### src/sv/sse_pkg.sv
package sse_pkg;

  // Default table sizes.
  localparam int unsigned SSE_MAX_OPERATIONS  = 64;
  localparam int unsigned SSE_MAX_MACHINES    = 8;
  localparam int unsigned SSE_MAX_JOBS        = 32;
  localparam int unsigned SSE_MAX_PRECEDENCES = 64;

  // Configuration port.
  localparam int unsigned CFG_IDX_W  = 3;
  localparam int unsigned CFG_DATA_W = 7;

  localparam logic [CFG_IDX_W-1:0] CFG_OBJECTIVE_MODE   = 3'd0;
  localparam logic [CFG_IDX_W-1:0] CFG_OPERATION_COUNT  = 3'd1;
  localparam logic [CFG_IDX_W-1:0] CFG_MACHINE_COUNT    = 3'd2;
  localparam logic [CFG_IDX_W-1:0] CFG_JOB_COUNT        = 3'd3;
  localparam logic [CFG_IDX_W-1:0] CFG_PRECEDENCE_COUNT = 3'd4;

  // Item operation codes.
  localparam logic [2:0] OP_ASSIGN    = 3'd0;
  localparam logic [2:0] OP_UNASSIGN  = 3'd1;
  localparam logic [2:0] OP_LOAD_TIME = 3'd2;
  localparam logic [2:0] OP_LOAD_OPER = 3'd3;
  localparam logic [2:0] OP_LOAD_JOB  = 3'd4;
  localparam logic [2:0] OP_LOAD_PREC = 3'd5;
  localparam logic [2:0] OP_EVALUATE  = 3'd6;

  // Objective modes.
  localparam logic [1:0] MODE_TARDINESS = 2'd1;
  localparam logic [1:0] MODE_FLOW      = 2'd2;

  typedef struct packed {
    logic [2:0]  op;
    logic [5:0]  item_index;
    logic [2:0]  machine_number;
    logic [15:0] time_value;
    logic [7:0]  job_weight_in;
    logic        flag_bit;
    logic [5:0]  ref_first;
    logic [5:0]  ref_second;
  } in_item_t;

  typedef struct packed {
    logic [31:0] objective_value;
    logic        is_feasible;
    logic [6:0]  assigned_total;
  } out_item_t;

  typedef struct packed {
    logic [5:0]  last;
    logic        has_ops;
    logic [15:0] due;
    logic [7:0]  weight;
  } job_t;

  typedef struct packed {
    logic [5:0] first;
    logic [5:0] second;
  } prec_t;

  // Which walk drives the operation-info read ports.
  typedef enum logic [1:0] {
    PH_PAIR = 2'd0,
    PH_PREC = 2'd1,
    PH_JOB  = 2'd2
  } phase_e;

  typedef struct packed {
    logic   take;
    logic   init;
    logic   p1_chk;
    logic   p2_init;
    logic   p2_chk;
    logic   p3_init;
    logic   p3_chk;
    logic   p4_init;
    logic   p4_tard;
    logic   p4_mul;
    logic   p4_acc;
    logic   finish;
    phase_e phase;
  } sse_cmd_t;

  typedef struct packed {
    logic eval_op;
    logic op_done;
    logic pair_done;
    logic prec_done;
    logic job_done;
    logic use_jobs;
    logic out_busy;
  } sse_status_t;

endpackage

### src/sv/sse_ctrl.sv
module sse_ctrl import sse_pkg::*; (
  input  logic        clk_i,
  input  logic        rst_ni,
  input  logic        in_valid_i,
  output logic        in_stall_o,
  input  sse_status_t st_i,
  output sse_cmd_t    cmd_o
);

  typedef enum logic [14:0] {
    S_IDLE    = 15'b000000000000001,
    S_P1_RD   = 15'b000000000000010,
    S_P1_LEN  = 15'b000000000000100,
    S_P1_CHK  = 15'b000000000001000,
    S_P2_RD   = 15'b000000000010000,
    S_P2_CHK  = 15'b000000000100000,
    S_P3_RD   = 15'b000000001000000,
    S_P3_INFO = 15'b000000010000000,
    S_P3_CHK  = 15'b000000100000000,
    S_P4_RD   = 15'b000001000000000,
    S_P4_INFO = 15'b000010000000000,
    S_P4_TARD = 15'b000100000000000,
    S_P4_MUL  = 15'b001000000000000,
    S_P4_ACC  = 15'b010000000000000,
    S_DONE    = 15'b100000000000000
  } state_e;

  state_e state_q, state_d;

  assign in_stall_o = (state_q != S_IDLE);

  always_comb begin
    state_d = state_q;
    cmd_o   = '0;
    cmd_o.phase = PH_PAIR;
    unique case (state_q)
      S_IDLE: begin
        cmd_o.take = in_valid_i;
        if (in_valid_i && st_i.eval_op) begin
          cmd_o.init = 1'b1;
          state_d    = S_P1_RD;
        end
      end
      S_P1_RD: begin
        if (st_i.op_done) begin
          cmd_o.p2_init = 1'b1;
          state_d       = S_P2_RD;
        end else begin
          state_d = S_P1_LEN;
        end
      end
      S_P1_LEN: state_d = S_P1_CHK;
      S_P1_CHK: begin
        cmd_o.p1_chk = 1'b1;
        state_d      = S_P1_RD;
      end
      S_P2_RD: begin
        if (st_i.pair_done) begin
          cmd_o.p3_init = 1'b1;
          state_d       = S_P3_RD;
        end else begin
          state_d = S_P2_CHK;
        end
      end
      S_P2_CHK: begin
        cmd_o.p2_chk = 1'b1;
        state_d      = S_P2_RD;
      end
      S_P3_RD: begin
        cmd_o.phase = PH_PREC;
        if (st_i.prec_done) begin
          if (st_i.use_jobs) begin
            cmd_o.p4_init = 1'b1;
            state_d       = S_P4_RD;
          end else begin
            state_d = S_DONE;
          end
        end else begin
          state_d = S_P3_INFO;
        end
      end
      S_P3_INFO: begin
        cmd_o.phase = PH_PREC;
        state_d     = S_P3_CHK;
      end
      S_P3_CHK: begin
        cmd_o.phase  = PH_PREC;
        cmd_o.p3_chk = 1'b1;
        state_d      = S_P3_RD;
      end
      S_P4_RD: begin
        cmd_o.phase = PH_JOB;
        state_d     = st_i.job_done ? S_DONE : S_P4_INFO;
      end
      S_P4_INFO: begin
        cmd_o.phase = PH_JOB;
        state_d     = S_P4_TARD;
      end
      S_P4_TARD: begin
        cmd_o.phase   = PH_JOB;
        cmd_o.p4_tard = 1'b1;
        state_d       = S_P4_MUL;
      end
      S_P4_MUL: begin
        cmd_o.phase  = PH_JOB;
        cmd_o.p4_mul = 1'b1;
        state_d      = S_P4_ACC;
      end
      S_P4_ACC: begin
        cmd_o.phase  = PH_JOB;
        cmd_o.p4_acc = 1'b1;
        state_d      = S_P4_RD;
      end
      S_DONE: begin
        if (!st_i.out_busy) begin
          cmd_o.finish = 1'b1;
          state_d      = S_IDLE;
        end
      end
      default: state_d = S_IDLE;
    endcase
  end

  always_ff @(posedge clk_i or negedge rst_ni) begin
    if (!rst_ni) begin
      state_q <= S_IDLE;
    end else begin
      state_q <= state_d;
    end
  end

endmodule

### config.mk
export PLATFORM = sky130hd
export DESIGN_NAME = sse_ctrl
export DESIGN_NICKNAME = d
export VERILOG_FILES = /design/src/sv/sse_pkg.sv /design/src/sv/sse_ctrl.sv
export SDC_FILE = /design/constraint.sdc
export NUM_CORES = 1
export LEC_CHECK = 0
export ABC_AREA = 1
export BUFFER_PORTS_ARGS = -buffer_cell sky130_fd_sc_hd__clkbuf_2
export CAP_MARGIN = 20
export CORE_UTILIZATION = 56
export DETAILED_ROUTE_END_ITERATION = 6
export GPL_TIMING_DRIVEN = 0
export MAX_ROUTING_LAYER = met4
export PLACE_DENSITY = 0.8
export SYNTH_ARGS = -nofsm -noshare
export SYNTH_HDL_FRONTEND = slang
export SYNTH_SLANG_ARGS = --single-unit
### constraint.sdc
create_clock -name clk_i -period 1.9 [get_ports clk_i]
set_input_delay 0 -clock clk_i [delete_from_list [all_inputs] [get_ports clk_i]]
set_output_delay 0 -clock clk_i [all_outputs]
set_load 0.005 [all_outputs]
Word-level counts from Yosys, hierarchy flattened:

Cells that the tools add are included.

* input bits: 10
* bits in latches: 0
* ROM bits: 0
* RAM bits: 0
* flip-flop bits (word level): 15
* output and inout bits: 15
* logic and storage cells: 49
* memories kept: 0

* reductions and logical operators: 4
* div/mod/pow operators: 0
* equality and inequality tests: 18
* multiplexer cells: 26
* bitwise logic cells: 0
* shifts and indexed selects: 0
* add/sub/neg operators: 0
* multiply operators: 0
* magnitude comparators: 0

Operators by type and width (number)
* 15-bit case mux with 15 select lines: 1
* 15-bit 2-to-1 mux: 5
* 1-bit 2-to-1 mux: 16
* 15-bit by 1-bit == test with 1-bit output, second input constant: 1
* 15-bit by 10-bit == test with 1-bit output, second input constant: 1
* 15-bit by 11-bit == test with 1-bit output, second input constant: 1
* 15-bit by 12-bit == test with 1-bit output, second input constant: 1
* 15-bit by 13-bit == test with 1-bit output, second input constant: 1
* 15-bit by 14-bit == test with 1-bit output, second input constant: 1
* 15-bit == test, second input constant: 1
* 15-bit by 2-bit == test with 1-bit output, second input constant: 1
* 15-bit by 3-bit == test with 1-bit output, second input constant: 1
* 15-bit by 4-bit == test with 1-bit output, second input constant: 1
* 15-bit by 5-bit == test with 1-bit output, second input constant: 1
* 15-bit by 6-bit == test with 1-bit output, second input constant: 1
* 15-bit by 7-bit == test with 1-bit output, second input constant: 1
* 15-bit by 8-bit == test with 1-bit output, second input constant: 1
* 15-bit by 9-bit == test with 1-bit output, second input constant: 1
* 15-bit by 1-bit != test with 1-bit output, second input constant: 1
* 7-bit 2-to-1 mux: 1
* 5-bit 2-to-1 mux: 1
* 5-bit OR reduction: 1
* 2-bit != test, second input constant: 2
* 2-bit case mux with 2 select lines: 1
* other kinds (4): 4

Logic depth before layout (Yosys ltp):

Gate-level depths: netlist (run 1).

* depth in word-level cells: 3
* depth in mapped cells: 9
* mapped depth without buffers: 9

Worst setup path after synthesis (run 1):

Ideal clock, no wire load.

* kind: register to register
* start: register state_q[10]
* end: register state_q[0]
* path slack: 0.601 ns
* arrival: 1.223 ns
* buffers on the path: 0
* library setup time: 0.076 ns
* clock period less this slack: 1.299 ns
* stages on the path, launching flop included: 9
* path through: dfrtp_1 nor2_2 nand2_4 nor2_8 nand4_2 nand2_1 inv_1 nand3_1 nand2_1

* longest elaborated chain between the ends: 3
* elaborated cells between the ends (all ways): 19
* those cells by class: eq/ne: 17; mux: 1; reduce/logical: 1

Ends and longest elaborated chain
* from (decl): RTL line sse_ctrl.sv:28 `state_e state_q, state_d;`
* from (signal assigned): RTL line sse_ctrl.sv:128 `state_q <= state_d;`
* 15-bit by 1-bit == test with 1-bit output or 15-bit == test (tied branches): RTL line sse_ctrl.sv:36 `unique case (state_q)`
* 2-bit != test (no source line)
* 2-bit AND reduction (no source line)

Several ways; a longest one is shown, not always the timed one.
A chain may end at the register's enable or synchronous reset.

==> results.txt, run 1 <==
----------------------------------------------------
[STA]
  Slew at the pin closest to its max-slew limit ... 377 ps
  Setup TNS after final layout ... 0 ps
  Number of hold-slack violations in the final timing report ... 0
  Final Cycle Share ... 90.6%
  Relative max-transition margin ... 74.8%
  Final setup slack of the worst path ... 179 ps
  Final setup violation count ... 0
  Setup repair after global routing missed its margin ... no
  Total count of max-transition violations in the final report ... 0
  Setup clock skew after layout ... 3.74 ps
  Max Clock Freq ... 581 MHz
  Minimum period implied by the final worst setup slack ... 1720 ps

[Pwr]
  Sw Pwr ... 0.427 mW
  Overall power of the completed layout ... 1.04 mW
  Clock share of power ... 17.1%
  Sw frac ... 41.1%
  Combinational power share ... 45.0%
  Sequential share of power ... 37.9%
  Peak supply drop ... 0.706 mV
  Power density over the cells ... 817 mW/mm^2
  Internal Pwr Total ... 0.610 mW
  Static Leak ... 0.686 nW

[Synth]
  Synth Net Count ... 152
  Count of mapped cells out of synthesis ... 142
  Count of synthesis-stage warnings from yosys ... 0
  Post-synthesis cell type count ... 26
  #FFs+latches synth ... 15
  Sequential element share of the synthesized area ... 36.7%
  Syn Area/Cell ... 7.23 um^2
  Netlist area before placement ... 0.00103 mm^2

[Placement]
  Number of placed instances, taps included ... 191
  Final HPWL DP ... 1750 um
  I/O Buffers ... 24
  Setup slack after placement ... 408 ps
  Final Wtd Congestion ... 0.859

[Worst hold path]
  Tightest Hold Check Type ... primary input to register
  Worst Min Path Start ... st_i[6]

[Clock tree]
  CTS clk-pin slew, worst paths ... 90 ps
  TritonCTS Sinks ... 15
  Insertion delay of the later-clocked pin in the worst-skew pair ... 270 ps
  Buffers inserted by post-CTS timing repair ... 0
  TritonCTS clock tree ... done
  Clock Root Buffer ... sky130_fd_sc_hd__clkbuf_4
  CTS Buf Count ... 3
  H-tree lvl count ... 1
  Clock tree buffer depth ... 2

[Route]
  Vias per Instance ... 5.14
  Routed length per instance ... 11.1 um
  Post-route DRC ... 0
  Total wire length ... 2230 um
  Starting DRC count in detailed routing ... 16
  Vias after detailed routing ... 1034
  1st-pass router iterations ... 4
  Detail Route Antenna Nets ... 0

[Global routing]
  Met1 usage ... 31.0%
  Met2 demand-to-capacity share in global routing ... 45.0%
  Maximum number of pins on one net before global-route repair ... 16
  Final global-route overflow total ... 0
  GRT Util Overall ... 26.0%
  Global-route wire length before repair ... 3690 um
  Peak-usage layer in the global routing report ... met2
  Met3 layer usage reported by global route ... 2.40%
  Initial antenna violation count ... 0
  Via count of the first global-routing pass ... 938

[Critical path]
  Delay-heaviest family, CP ... simple AND/OR/NAND/NOR gates
  Worst Setup Path Type ... register to output pin
  Critical path data arrival time ... 1720 ps
  Worst Setup End Kind ... output pin
  Maximum fanout along the worst path ... 9
  WP data required ... 1900 ps
  Sum of buffers and inverters on the critical path ... 2
  Critical path startpoint category ... register
  Critical path, cell by cell ... nor2_1 > nand2_2 > nor2_4 > inv_2 > nor4_1 > clkbuf_2
  Worst setup path start ... state_q[7]$_DFFE_PN0P_
  Slowest cell on the critical path ... sky130_fd_sc_hd__dfrtp_1
  Longest individual stage delay on the worst path ... 400 ps
  Reg2Reg Launch Point ... state_q[10]$_DFFE_PN0P_

[Layout]
  N_diodes ... 0
  Final non-filler cell total ... 201
  Relative area change from synthesis to final layout ... 23.7%
  Largest registers ... state_q (15)
  Largest reg by FF count ... state_q
  Fraction of the core area covered by cells at the end of the flow ... 73.5%
  Max reg flops ... 15
  Fill cells ... 143
  Share of layout cells above drive strength 1 ... 29.0%
  Area used by multi-input combinational logic ... 561 um^2
  Fin nets ... 187
  Flip-flop and latch area ... 377 um^2

[Floorplanning]
  Initial cell density of the core ... 59.4%
  Top-Level Pins ... 25
  Die Height ... 44.8 um
  Chip Width ... 44.8 um
  Die Area ... 0.00201 mm^2
  Std cell rows ... 15
  Core area ... 0.00173 mm^2

[Run]
  Max Cap Violations ... 0

[Run status]
  Status ... completed

----------------------------------------------------
-- placed cells by master, fill, tap and decap left out, types with 2 or more instances in the layout --
master and count:
sky130_fd_sc_hd__nand4_1 2, sky130_fd_sc_hd__nand3_1 15, sky130_fd_sc_hd__nand2_1 18, sky130_fd_sc_hd__o21ai_1 4, sky130_fd_sc_hd__inv_2 4, sky130_fd_sc_hd__nand2_2 3
sky130_fd_sc_hd__dlygate4sd3_1 6, sky130_fd_sc_hd__nor2_2 4, sky130_fd_sc_hd__clkbuf_4 3, sky130_fd_sc_hd__inv_1 18, sky130_fd_sc_hd__clkbuf_2 24, sky130_fd_sc_hd__nor3_1 6
sky130_fd_sc_hd__nor4_1 2, sky130_fd_sc_hd__dfrtp_1 14, sky130_fd_sc_hd__nor2_1 33, sky130_fd_sc_hd__o21ai_0 5
-- worst register-to-register path, delay by kind of cell, from the launching register on --
| kind | cells | cell delay (ps) |
|---|---|---|
| simple gates | 7 | 880 |
| compound gates | 1 | 140 |
| flops | 1 | 430 |
-- cells by family (layout without fill, tap and decap cells) --
| family | Yosys count | after routing | synth area share [%] |
|---|---|---|---|
| buffers and inverters | 23 | 57 | 9.15 |
| flip-flops | 15 | 15 | 36.7 |
| AO/OA/AOI/OAI | 10 | 10 | 5.24 |
| AND/OR/NAND/NOR | 94 | 94 | 48.9 |
-- area by class of cell --
cell class | instances | share of cell area (%)
inverters | 22 | 6.51
plain buffers | 1 | 0.888
repair buffers | 30 | 14.2
flip-flops and latches | 15 | 29.7
multi-input cells | 104 | 44.2
well taps | 25 | 2.47
clock buffers | 4 | 2.07
-- Yosys cell counts --
library cell | number | area share, %
sky130_fd_sc_hd__nor2_1 | 33 | 12
sky130_fd_sc_hd__inv_1 | 18 | 6.6
sky130_fd_sc_hd__nand2_1 | 18 | 6.6
sky130_fd_sc_hd__nand3_1 | 15 | 7.3
sky130_fd_sc_hd__dfrtp_1 | 14 | 34
sky130_fd_sc_hd__nor3_1 | 7 | 3.4
sky130_fd_sc_hd__o21ai_0 | 5 | 2.4
sky130_fd_sc_hd__inv_2 | 4 | 1.5
sky130_fd_sc_hd__nor2_2 | 4 | 2.4
sky130_fd_sc_hd__o21ai_1 | 4 | 2.0
sky130_fd_sc_hd__nand2_2 | 3 | 1.8
sky130_fd_sc_hd__nand4_1 | 2 | 1.2
sky130_fd_sc_hd__nor4_1 | 2 | 1.2
sky130_fd_sc_hd__buf_6 | 1 | 1.1
sky130_fd_sc_hd__dfstp_2 | 1 | 2.6
sky130_fd_sc_hd__nand2_4 | 1 | 1.1
sky130_fd_sc_hd__nand3_2 | 1 | 0.98
sky130_fd_sc_hd__nand3_4 | 1 | 1.7
sky130_fd_sc_hd__nand3b_1 | 1 | 0.73
sky130_fd_sc_hd__nand4_2 | 1 | 1.2
sky130_fd_sc_hd__nor2_4 | 1 | 1.1
sky130_fd_sc_hd__nor2_8 | 1 | 2.0
sky130_fd_sc_hd__nor3_4 | 1 | 1.6
sky130_fd_sc_hd__nor3b_2 | 1 | 1.2
sky130_fd_sc_hd__nor4_2 | 1 | 1.2
sky130_fd_sc_hd__o21ai_2 | 1 | 0.85
-- path summary, 6_finish.rpt --
path / cells past startpoint / slack [ps] / end
worst min register to register: 3 / 600 / state_q[11]$_DFFE_PN0P_
min in group asynchronous: 2 / 160 / state_q[12]$_DFFE_PN0P_
max in group asynchronous: 2 / 1430 / state_q[0]$_DFFE_PN1P_
worst max register to register: 8 / 400 / state_q[0]$_DFFE_PN1P_
worst min-delay path: 4 / 20 / state_q[0]$_DFFE_PN1P_
worst max-delay path: 6 / 180 / cmd_o[2]
-- through the flow --
stage,hold WS [ps],instance area (um^2)
CTS,12.3,1260
finish,18.0,1270
global placement,-66.4,1180
floorplan,-296,1030
detailed placement,-65.3,1180
global route,49.2,1270
-- per-layer routing --
layer | share of wire [%] | vias up
li1 | - | 526
met2 | 53 | 19
met1 | 43 | 485
met5 | 0 | -
met3 | 2.6 | 4
met4 | 1.7 | 0
-- power groups by stage --
stage | Clock (mW) | Combinational [mW] | Sequential, mW
after global routing | 0.192 | 0.524 | 0.396
after detailed placement | 0 | 0.460 | 0.397
final | 0.177 | 0.467 | 0.393
after floorplan | 0 | 0.352 | 0.390
after global placement | 0 | 0.441 | 0.397
after CTS | 0.186 | 0.472 | 0.392
-- what timing repair did --
action	in CTS	in global routing
endpoints found under the setup margin	0	2
hold buffers	6	0
endpoints found under the hold margin	21	0
resized for setup	0	1
Power figures use the tool's default switching activity.
==> inputs of run 2 (changes only) <==
--- a/config.mk
+++ b/config.mk
@@ -5,14 +5,14 @@
 export SDC_FILE = /design/constraint.sdc
 export NUM_CORES = 1
 export LEC_CHECK = 0
-export ABC_AREA = 1
 export BUFFER_PORTS_ARGS = -buffer_cell sky130_fd_sc_hd__clkbuf_2
 export CAP_MARGIN = 20
-export CORE_UTILIZATION = 56
+export CORE_UTILIZATION = 54
 export DETAILED_ROUTE_END_ITERATION = 6
 export GPL_TIMING_DRIVEN = 0
 export MAX_ROUTING_LAYER = met4
-export PLACE_DENSITY = 0.8
+export PLACE_DENSITY = 0.79
+export SLEW_MARGIN = 20
 export SYNTH_ARGS = -nofsm -noshare
 export SYNTH_HDL_FRONTEND = slang
 export SYNTH_SLANG_ARGS = --single-unit
==> run 2 against run 1 <==
Worst hold slack improved by 22 ps. Die area fell by 6.9%. Count of clock-buffer cells in the layout did not move. First-iteration DRC count rose by 100%. Critical path depth fell by 1. Sequential share of layout area fell by 0.13 points. Critical endpoint unchanged. Largest power group unchanged.
==> results.txt, run 2 <==
----------------------------------------------------
[Run status]
  Status ... completed

[Synth]
  Post-synthesis cell type count ... 33
  Synth Net Count ... 103
  FFs w/ async S/R, synth ... 100%
  Largest area contributor in the synthesized netlist ... sky130_fd_sc_hd__dfrtp_1
  Syn Area/Cell ... 9.88 um^2
  Most instantiated cells after synthesis ... sky130_fd_sc_hd__dfrtp_1, sky130_fd_sc_hd__nor2_1, sky130_fd_sc_hd__nor3_1, sky130_fd_sc_hd__nand2b_1, sky130_fd_sc_hd__nand4_1
  #FFs+latches synth ... 15
  Dominant cells by area after synthesis ... sky130_fd_sc_hd__dfrtp_1, sky130_fd_sc_hd__nor3_1, sky130_fd_sc_hd__nand2b_1
  Top cell type's share of synthesized area ... 38.1%
  Netlist area before placement ... 918 um^2
  Count of synthesis-stage warnings from yosys ... 0
  Sequential element share of the synthesized area ... 41.0%
  Most frequently used cell type in the post-synthesis netlist ... sky130_fd_sc_hd__dfrtp_1
  Number of synthesized flops with an enable pin ... 0
  Count of mapped cells out of synthesis ... 93
  Most used flip-flop cell after synthesis ... sky130_fd_sc_hd__dfrtp_1

[Clock tree]
  Clock Root Buffer ... sky130_fd_sc_hd__clkbuf_4
  CTS Buf Count ... 3
  Insertion delay of the later-clocked pin in the worst-skew pair ... 300 ps
  H-tree lvl count ... 1
  Clock tree buffer depth ... 2
  TritonCTS Sinks ... 15
  CTS clk-pin slew, worst paths ... 100 ps
  TritonCTS clock tree ... done

[Run]
  Max Cap Violations ... 0

[Placement]
  Setup slack after placement ... 100 ps
  Post-place instance area ... 0.00106 mm^2
  Final HPWL DP ... 1470 um
  I/O Buffers ... 24
  Final Wtd Congestion ... 0.814

[Layout]
  Fin nets ... 148
  Max reg flops ... 15
  N_diodes ... 0
  Relative area change from synthesis to final layout ... 40.6%
  Largest reg by FF count ... state_q
  Largest registers ... state_q (15)
  Share of layout cells above drive strength 1 ... 44.5%
  Commonest cells after routing, fill and taps aside ... sky130_fd_sc_hd__clkbuf_2, sky130_fd_sc_hd__buf_4, sky130_fd_sc_hd__dfrtp_1
  Final instance area ... 0.00129 mm^2
  Fraction of the core area covered by cells at the end of the flow ... 83.8%
  Most common cell after layout, fill and taps aside ... sky130_fd_sc_hd__clkbuf_2

[Worst hold path]
  Tightest Hold Check Type ... primary input to register
  Worst Min Path Start ... st_i[6]

[Floorplanning]
  Chip Width ... 43.2 um
  Core area ... 0.00154 mm^2
  Die Height ... 43.2 um
  Initial cell density of the core ... 59.6%
  Die Area ... 0.00187 mm^2
  Top-Level Pins ... 25
  Std cell rows ... 14

[Critical path]
  WP data required ... 1900 ps
  Reg2Reg Launch Point ... state_q[9]$_DFFE_PN0P_
  Maximum fanout along the worst path ... 7
  Critical path data arrival time ... 1900 ps
  Worst setup path start ... state_q[9]$_DFFE_PN0P_
  Worst Setup End Kind ... output pin
  Worst Setup Path Type ... register to output pin
  Critical path startpoint category ... register

[Route]
  1st-pass router iterations ... 4
  Routed length per instance ... 17.2 um
  Vias per Instance ... 6.03
  Post-route DRC ... 0
  Detail Route Antenna Nets ... 0
  Starting DRC count in detailed routing ... 32
  Vias after detailed routing ... 922
  Total wire length ... 2640 um

[STA]
  Slew at the pin closest to its max-slew limit ... 391 ps
  Final setup slack of the worst path ... 1.59 ps
  Relative max-transition margin ... 74.0%
  Final setup violation count ... 0
  Setup clock skew after layout ... 8.01 ps
  Minimum period implied by the final worst setup slack ... 1900 ps
  Max Clock Freq ... 527 MHz
  Setup repair after global routing missed its margin ... yes
  Number of hold-slack violations in the final timing report ... 0
  Final Cycle Share ... 99.9%
  Total count of max-transition violations in the final report ... 0

[Global routing]
  Initial antenna violation count ... 0
  Maximum number of pins on one net before global-route repair ... 16
  Met1 usage ... 35.4%
  Met2 demand-to-capacity share in global routing ... 38.5%
  Global-route wire length before repair ... 3410 um
  Via count of the first global-routing pass ... 751
  Peak-usage layer in the global routing report ... met2
  GRT Util Overall ... 26.0%
  Final global-route overflow total ... 0
  Met3 layer usage reported by global route ... 2.55%

[Pwr]
  Peak supply drop ... 0.707 mV
  Combinational power share ... 44.4%
  Sw frac ... 37.6%
  Clock share of power ... 19.6%
  Internal Pwr Total ... 0.644 mW
  Sw Pwr ... 0.389 mW
  Static Leak ... 0.581 nW
  Power density over the cells ... 800 mW/mm^2
  Sequential share of power ... 36.0%

----------------------------------------------------
run 2: changes by cell type in the layout (fill, tap and decap cells not counted), sizes merged, moves of 3 or more:
cell,before,now
buf,1,12
nor3,8,11
nand3,17,0
o21ai,10,5
or2,0,3
nand2b,0,6
nand2,22,4
inv,22,3
nor2,39,10
nor4b,0,6
a21oi,0,4
nand4,3,7
run 2: power by group through the flow:
stage,registers (mW),logic (mW),clock network [mW]
detailed placement,0.377,0.325,0
global placement,0.377,0.316,0
global route,0.374,0.493,0.203
CTS,0.370,0.372,0.195
finish,0.372,0.459,0.202
floorplan,0.372,0.246,0
run 2: worst paths after layout:
| check | depth (start not counted) | slack [ps] | to |
|---|---|---|---|
| setup / recovery | 5 | 2 | cmd_o[2] |
| hold / removal | 3 | 40 | state_q[0]$_DFFE_PN1P_ |
| setup reg to reg | 6 | 10 | state_q[0]$_DFFE_PN1P_ |
| hold reg to reg | 1 | 570 | state_q[12]$_DFFE_PN0P_ |
| max in group asynchronous | 2 | 1450 | state_q[0]$_DFFE_PN1P_ |
| min in group asynchronous | 2 | 130 | state_q[7]$_DFFE_PN0P_ |
run 2: layer usage:
layer  vias up  share of wire [%]
met1       441                 43
met5         -                  0
met4         0                2.1
met3         7                6.1
li1        435                  -
met2        39                 48
run 2: critical path, stage by stage, from the launching register on:
cell	delay [ps]
sky130_fd_sc_hd__dfrtp_2	490
sky130_fd_sc_hd__nor3_4	350
sky130_fd_sc_hd__buf_6	160
sky130_fd_sc_hd__nand4_1	220
sky130_fd_sc_hd__nor4_2	220
sky130_fd_sc_hd__clkbuf_2	150
run 2: cell type report:
type                       instances  area, um^2
multi-input combinational         74         586
sequential                        15         382
timing repair buffer              41         267
fill                              94         250
clock buffer                       4        26.3
tap                               16        20.0
inverter                           3        11.3
run 2: cell families after synthesis:
logic type / share of synthesized area (%)
flops: 41.0
simple gates: 47.0
compound gates: 7.36
xor+xnor: 2.86
buf+inv: 1.77
run 2: per-stage QoR:
stage                     TNS, ps  hold WS, ps  power, mW  std cells
after floorplan                 0         -296      0.618         93
after global placement          0        -66.6      0.693        133
after detailed placement        0        -63.7      0.701        133
after CTS                       0         42.9      0.936        149
after global routing         -273         65.0       1.07        153
final                           0         40.1       1.03        153
run 2: what timing repair did:
| action | CTS | global route |
|---|---|---|
| pin swaps | 5 | 10 |
| hold endpoints to repair | 20 | 0 |
| buffers inserted | 6 | 5 |
| gates cloned | 0 | 0 |
| resized for setup | 1 | 16 |
| endpoints found under the setup margin | 5 | 12 |
| hold buffers | 6 | 0 |
==> inputs of run 3 (changes only) <==
--- a/config.mk
+++ b/config.mk
@@ -6,12 +6,11 @@
 export NUM_CORES = 1
 export LEC_CHECK = 0
 export BUFFER_PORTS_ARGS = -buffer_cell sky130_fd_sc_hd__clkbuf_2
-export CAP_MARGIN = 20
 export CORE_UTILIZATION = 54
 export DETAILED_ROUTE_END_ITERATION = 6
 export GPL_TIMING_DRIVEN = 0
 export MAX_ROUTING_LAYER = met4
-export PLACE_DENSITY = 0.79
+export PLACE_DENSITY = 0.82
 export SLEW_MARGIN = 20
 export SYNTH_ARGS = -nofsm -noshare
 export SYNTH_HDL_FRONTEND = slang
==> run 3 against run 2 <==
The run now ends with negative setup slack left. Power grew 7.2%. Setup slack got worse by 110 ps. Die area unchanged. Non-clock buffer count is 8 higher. Clock power is essentially flat.
==> results.txt, run 3 (synthesis results as in run 2) <==
----------------------------------------------------
[Run status]
  Status ... finished, violations left
  Violations in the final reports ... negative setup slack

[Critical path]
  Sum of buffers and inverters on the critical path ... 3
  Critical path, cell by cell ... nor4_4 > buf_4 > buf_6 > nand4_1 > nor3_2 > buf_2
  Worst Setup Path Type ... register to output pin
  Slowest cell on the critical path ... sky130_fd_sc_hd__dfrtp_2
  Critical path startpoint category ... register
  Reg2Reg Launch Point ... state_q[3]$_DFFE_PN0P_
  Longest individual stage delay on the worst path ... 450 ps
  Maximum fanout along the worst path ... 4
  Worst-case register-to-register setup slack ... -10 ps
  R2R Path End ... state_q[6]$_DFFE_PN0P_
  Critical path data arrival time ... 2010 ps
  WP data required ... 1900 ps
  Depth of the most critical reg-to-reg path ... 7
  Worst Setup End Kind ... output pin
  Delay-heaviest family, CP ... simple AND/OR/NAND/NOR gates

[Pwr]
  Sequential share of power ... 33.9%
  Combinational power share ... 47.7%
  Static Leak ... 0.626 nW
  Peak supply drop ... 0.648 mV
  Sw frac ... 38.2%
  Internal Pwr Total ... 0.683 mW
  Clock share of power ... 18.4%
  Sw Pwr ... 0.423 mW
  Power density over the cells ... 808 mW/mm^2

[Global routing]
  Maximum number of pins on one net before global-route repair ... 16
  Via count of the first global-routing pass ... 853
  Global-route wire length before repair ... 3790 um
  Initial antenna violation count ... 0
  GRT Util Overall ... 27.9%
  Final global-route overflow total ... 0

[Layout]
  Largest reg by FF count ... state_q
  Relative area change from synthesis to final layout ... 49.2%
  Largest registers ... state_q (15)
  Share of layout cells above drive strength 1 ... 49.0%
  Final non-filler cell total ... 161
  Most common cell after layout, fill and taps aside ... sky130_fd_sc_hd__clkbuf_2
  Final instance area ... 0.00137 mm^2
  Max reg flops ... 15
  Fin nets ... 156
  Commonest cells after routing, fill and taps aside ... sky130_fd_sc_hd__clkbuf_2, sky130_fd_sc_hd__buf_4, sky130_fd_sc_hd__dfrtp_1
  N_diodes ... 0

[STA]
  Minimum period implied by the final worst setup slack ... 2010 ps
  Setup repair after global routing missed its margin ... yes
  Number of hold-slack violations in the final timing report ... 0
  Setup TNS after final layout ... -190 ps
  Slew at the pin closest to its max-slew limit ... 372 ps
  Worst Hold Slack ... 42.2 ps
  Final Cycle Share ... 106%
  Setup clock skew after layout ... 12.3 ps
  Max Clock Freq ... 497 MHz
  Final setup slack of the worst path ... -111 ps
  Relative max-transition margin ... 75.2%
  Total count of max-transition violations in the final report ... 0
  Final setup violation count ... 5

[Placement]
  Final HPWL DP ... 1500 um
  Final Wtd Congestion ... 0.814
  Post-place instance area ... 0.00106 mm^2
  Setup slack after placement ... 113 ps
  I/O Buffers ... 24
  Number of placed instances, taps included ... 133

[Route]
  1st-pass router iterations ... 4
  Starting DRC count in detailed routing ... 56
  Total wire length ... 2970 um
  Vias after detailed routing ... 1028
  Post-route DRC ... 0
  Detail Route Antenna Nets ... 0
  Vias per Instance ... 6.39
  Routed length per instance ... 18.5 um

[Floorplanning]
  Top-Level Pins ... 25
  Initial cell density of the core ... 59.6%
  Std cell rows ... 14
  Core area ... 0.00154 mm^2
  Die Area ... 0.00187 mm^2
  Die Height ... 43.2 um
  Chip Width ... 43.2 um

[Clock tree]
  Clock tree buffer depth ... 2
  TritonCTS Sinks ... 15
  TritonCTS clock tree ... done
  Insertion delay of the later-clocked pin in the worst-skew pair ... 300 ps
  H-tree lvl count ... 1
  Clock Root Buffer ... sky130_fd_sc_hd__clkbuf_4
  CTS clk-pin slew, worst paths ... 110 ps
  CTS Buf Count ... 3

[Worst hold path]
  Hold Path Stages ... 3
  Hold worst-path end ... state_q[0]$_DFFE_PN1P_
  Tightest Hold Check Type ... primary input to register
  Worst Min Path Start ... st_i[6]

[Run]
  Max Cap Violations ... 0

----------------------------------------------------
-- run 3: what timing repair did --
action / CTS / global route
gates resized for setup: 5 / 19
endpoints found under the hold margin: 20 / 0
cloned: 0 / 0
pin swaps: 5 / 15
hold buffers: 6 / 0
setup buffers: 8 / 11
endpoints found under the setup margin: 6 / 13
-- run 3: area by class of cell --
| cell class | instances | area [um^2] |
|---|---|---|
| multi-input cells | 74 | 599 |
| flip-flops and latches | 15 | 383 |
| repair buffers | 49 | 330 |
| fillers | 77 | 171 |
| clock buffers | 4 | 26.3 |
| well taps | 16 | 20.0 |
| inverters | 3 | 11.3 |
-- run 3: worst max-delay path by stage --
| stage | from | end | slack, ps | cells past startpoint |
|---|---|---|---|---|
| floorplan | state_q[1]$_DFFE_PN0P_ | state_q[0]$_DFFE_PN1P_ | 310 | 5 |
| global placement | state_q[1]$_DFFE_PN0P_ | state_q[0]$_DFFE_PN1P_ | 140 | 5 |
| detailed placement | state_q[1]$_DFFE_PN0P_ | state_q[0]$_DFFE_PN1P_ | 110 | 5 |
| CTS | state_q[1]$_DFFE_PN0P_ | cmd_o[6] | -2 | 6 |
| global route | state_q[3]$_DFFE_PN0P_ | cmd_o[8] | -180 | 6 |
| finish | state_q[3]$_DFFE_PN0P_ | cmd_o[8] | -110 | 6 |
-- run 3: power by group through the flow --
| stage | Sequential [mW] | Clock, mW | Combinational (mW) |
|---|---|---|---|
| after floorplan | 0.372 | 0 | 0.246 |
| after global placement | 0.378 | 0 | 0.316 |
| after detailed placement | 0.380 | 0 | 0.324 |
| after CTS | 0.371 | 0.189 | 0.407 |
| after global routing | 0.377 | 0.211 | 0.554 |
| final | 0.375 | 0.204 | 0.528 |
-- run 3: routing by layer --
| layer | share of wire [%] | global-route usage (%) |
|---|---|---|
| met4 | 3.1 | 10.3 |
| met2 | 53 | 48.4 |
| met3 | 7.6 | 2.55 |
| met5 | 0 | - |
| met1 | 36 | 33.4 |
-- run 3: worst min-delay path, cell delays in order --
cell and delay, ps:
sky130_fd_sc_hd__clkbuf_2 80, sky130_fd_sc_hd__nand2_1 90, sky130_fd_sc_hd__a22o_1 140
-- run 3: metrics by stage --
stage	total power [mW]	util, %
finish	1.11	88.9
global route	1.14	88.9
CTS	0.967	79.2
detailed placement	0.704	68.7
global placement	0.694	68.7
floorplan	0.618	-
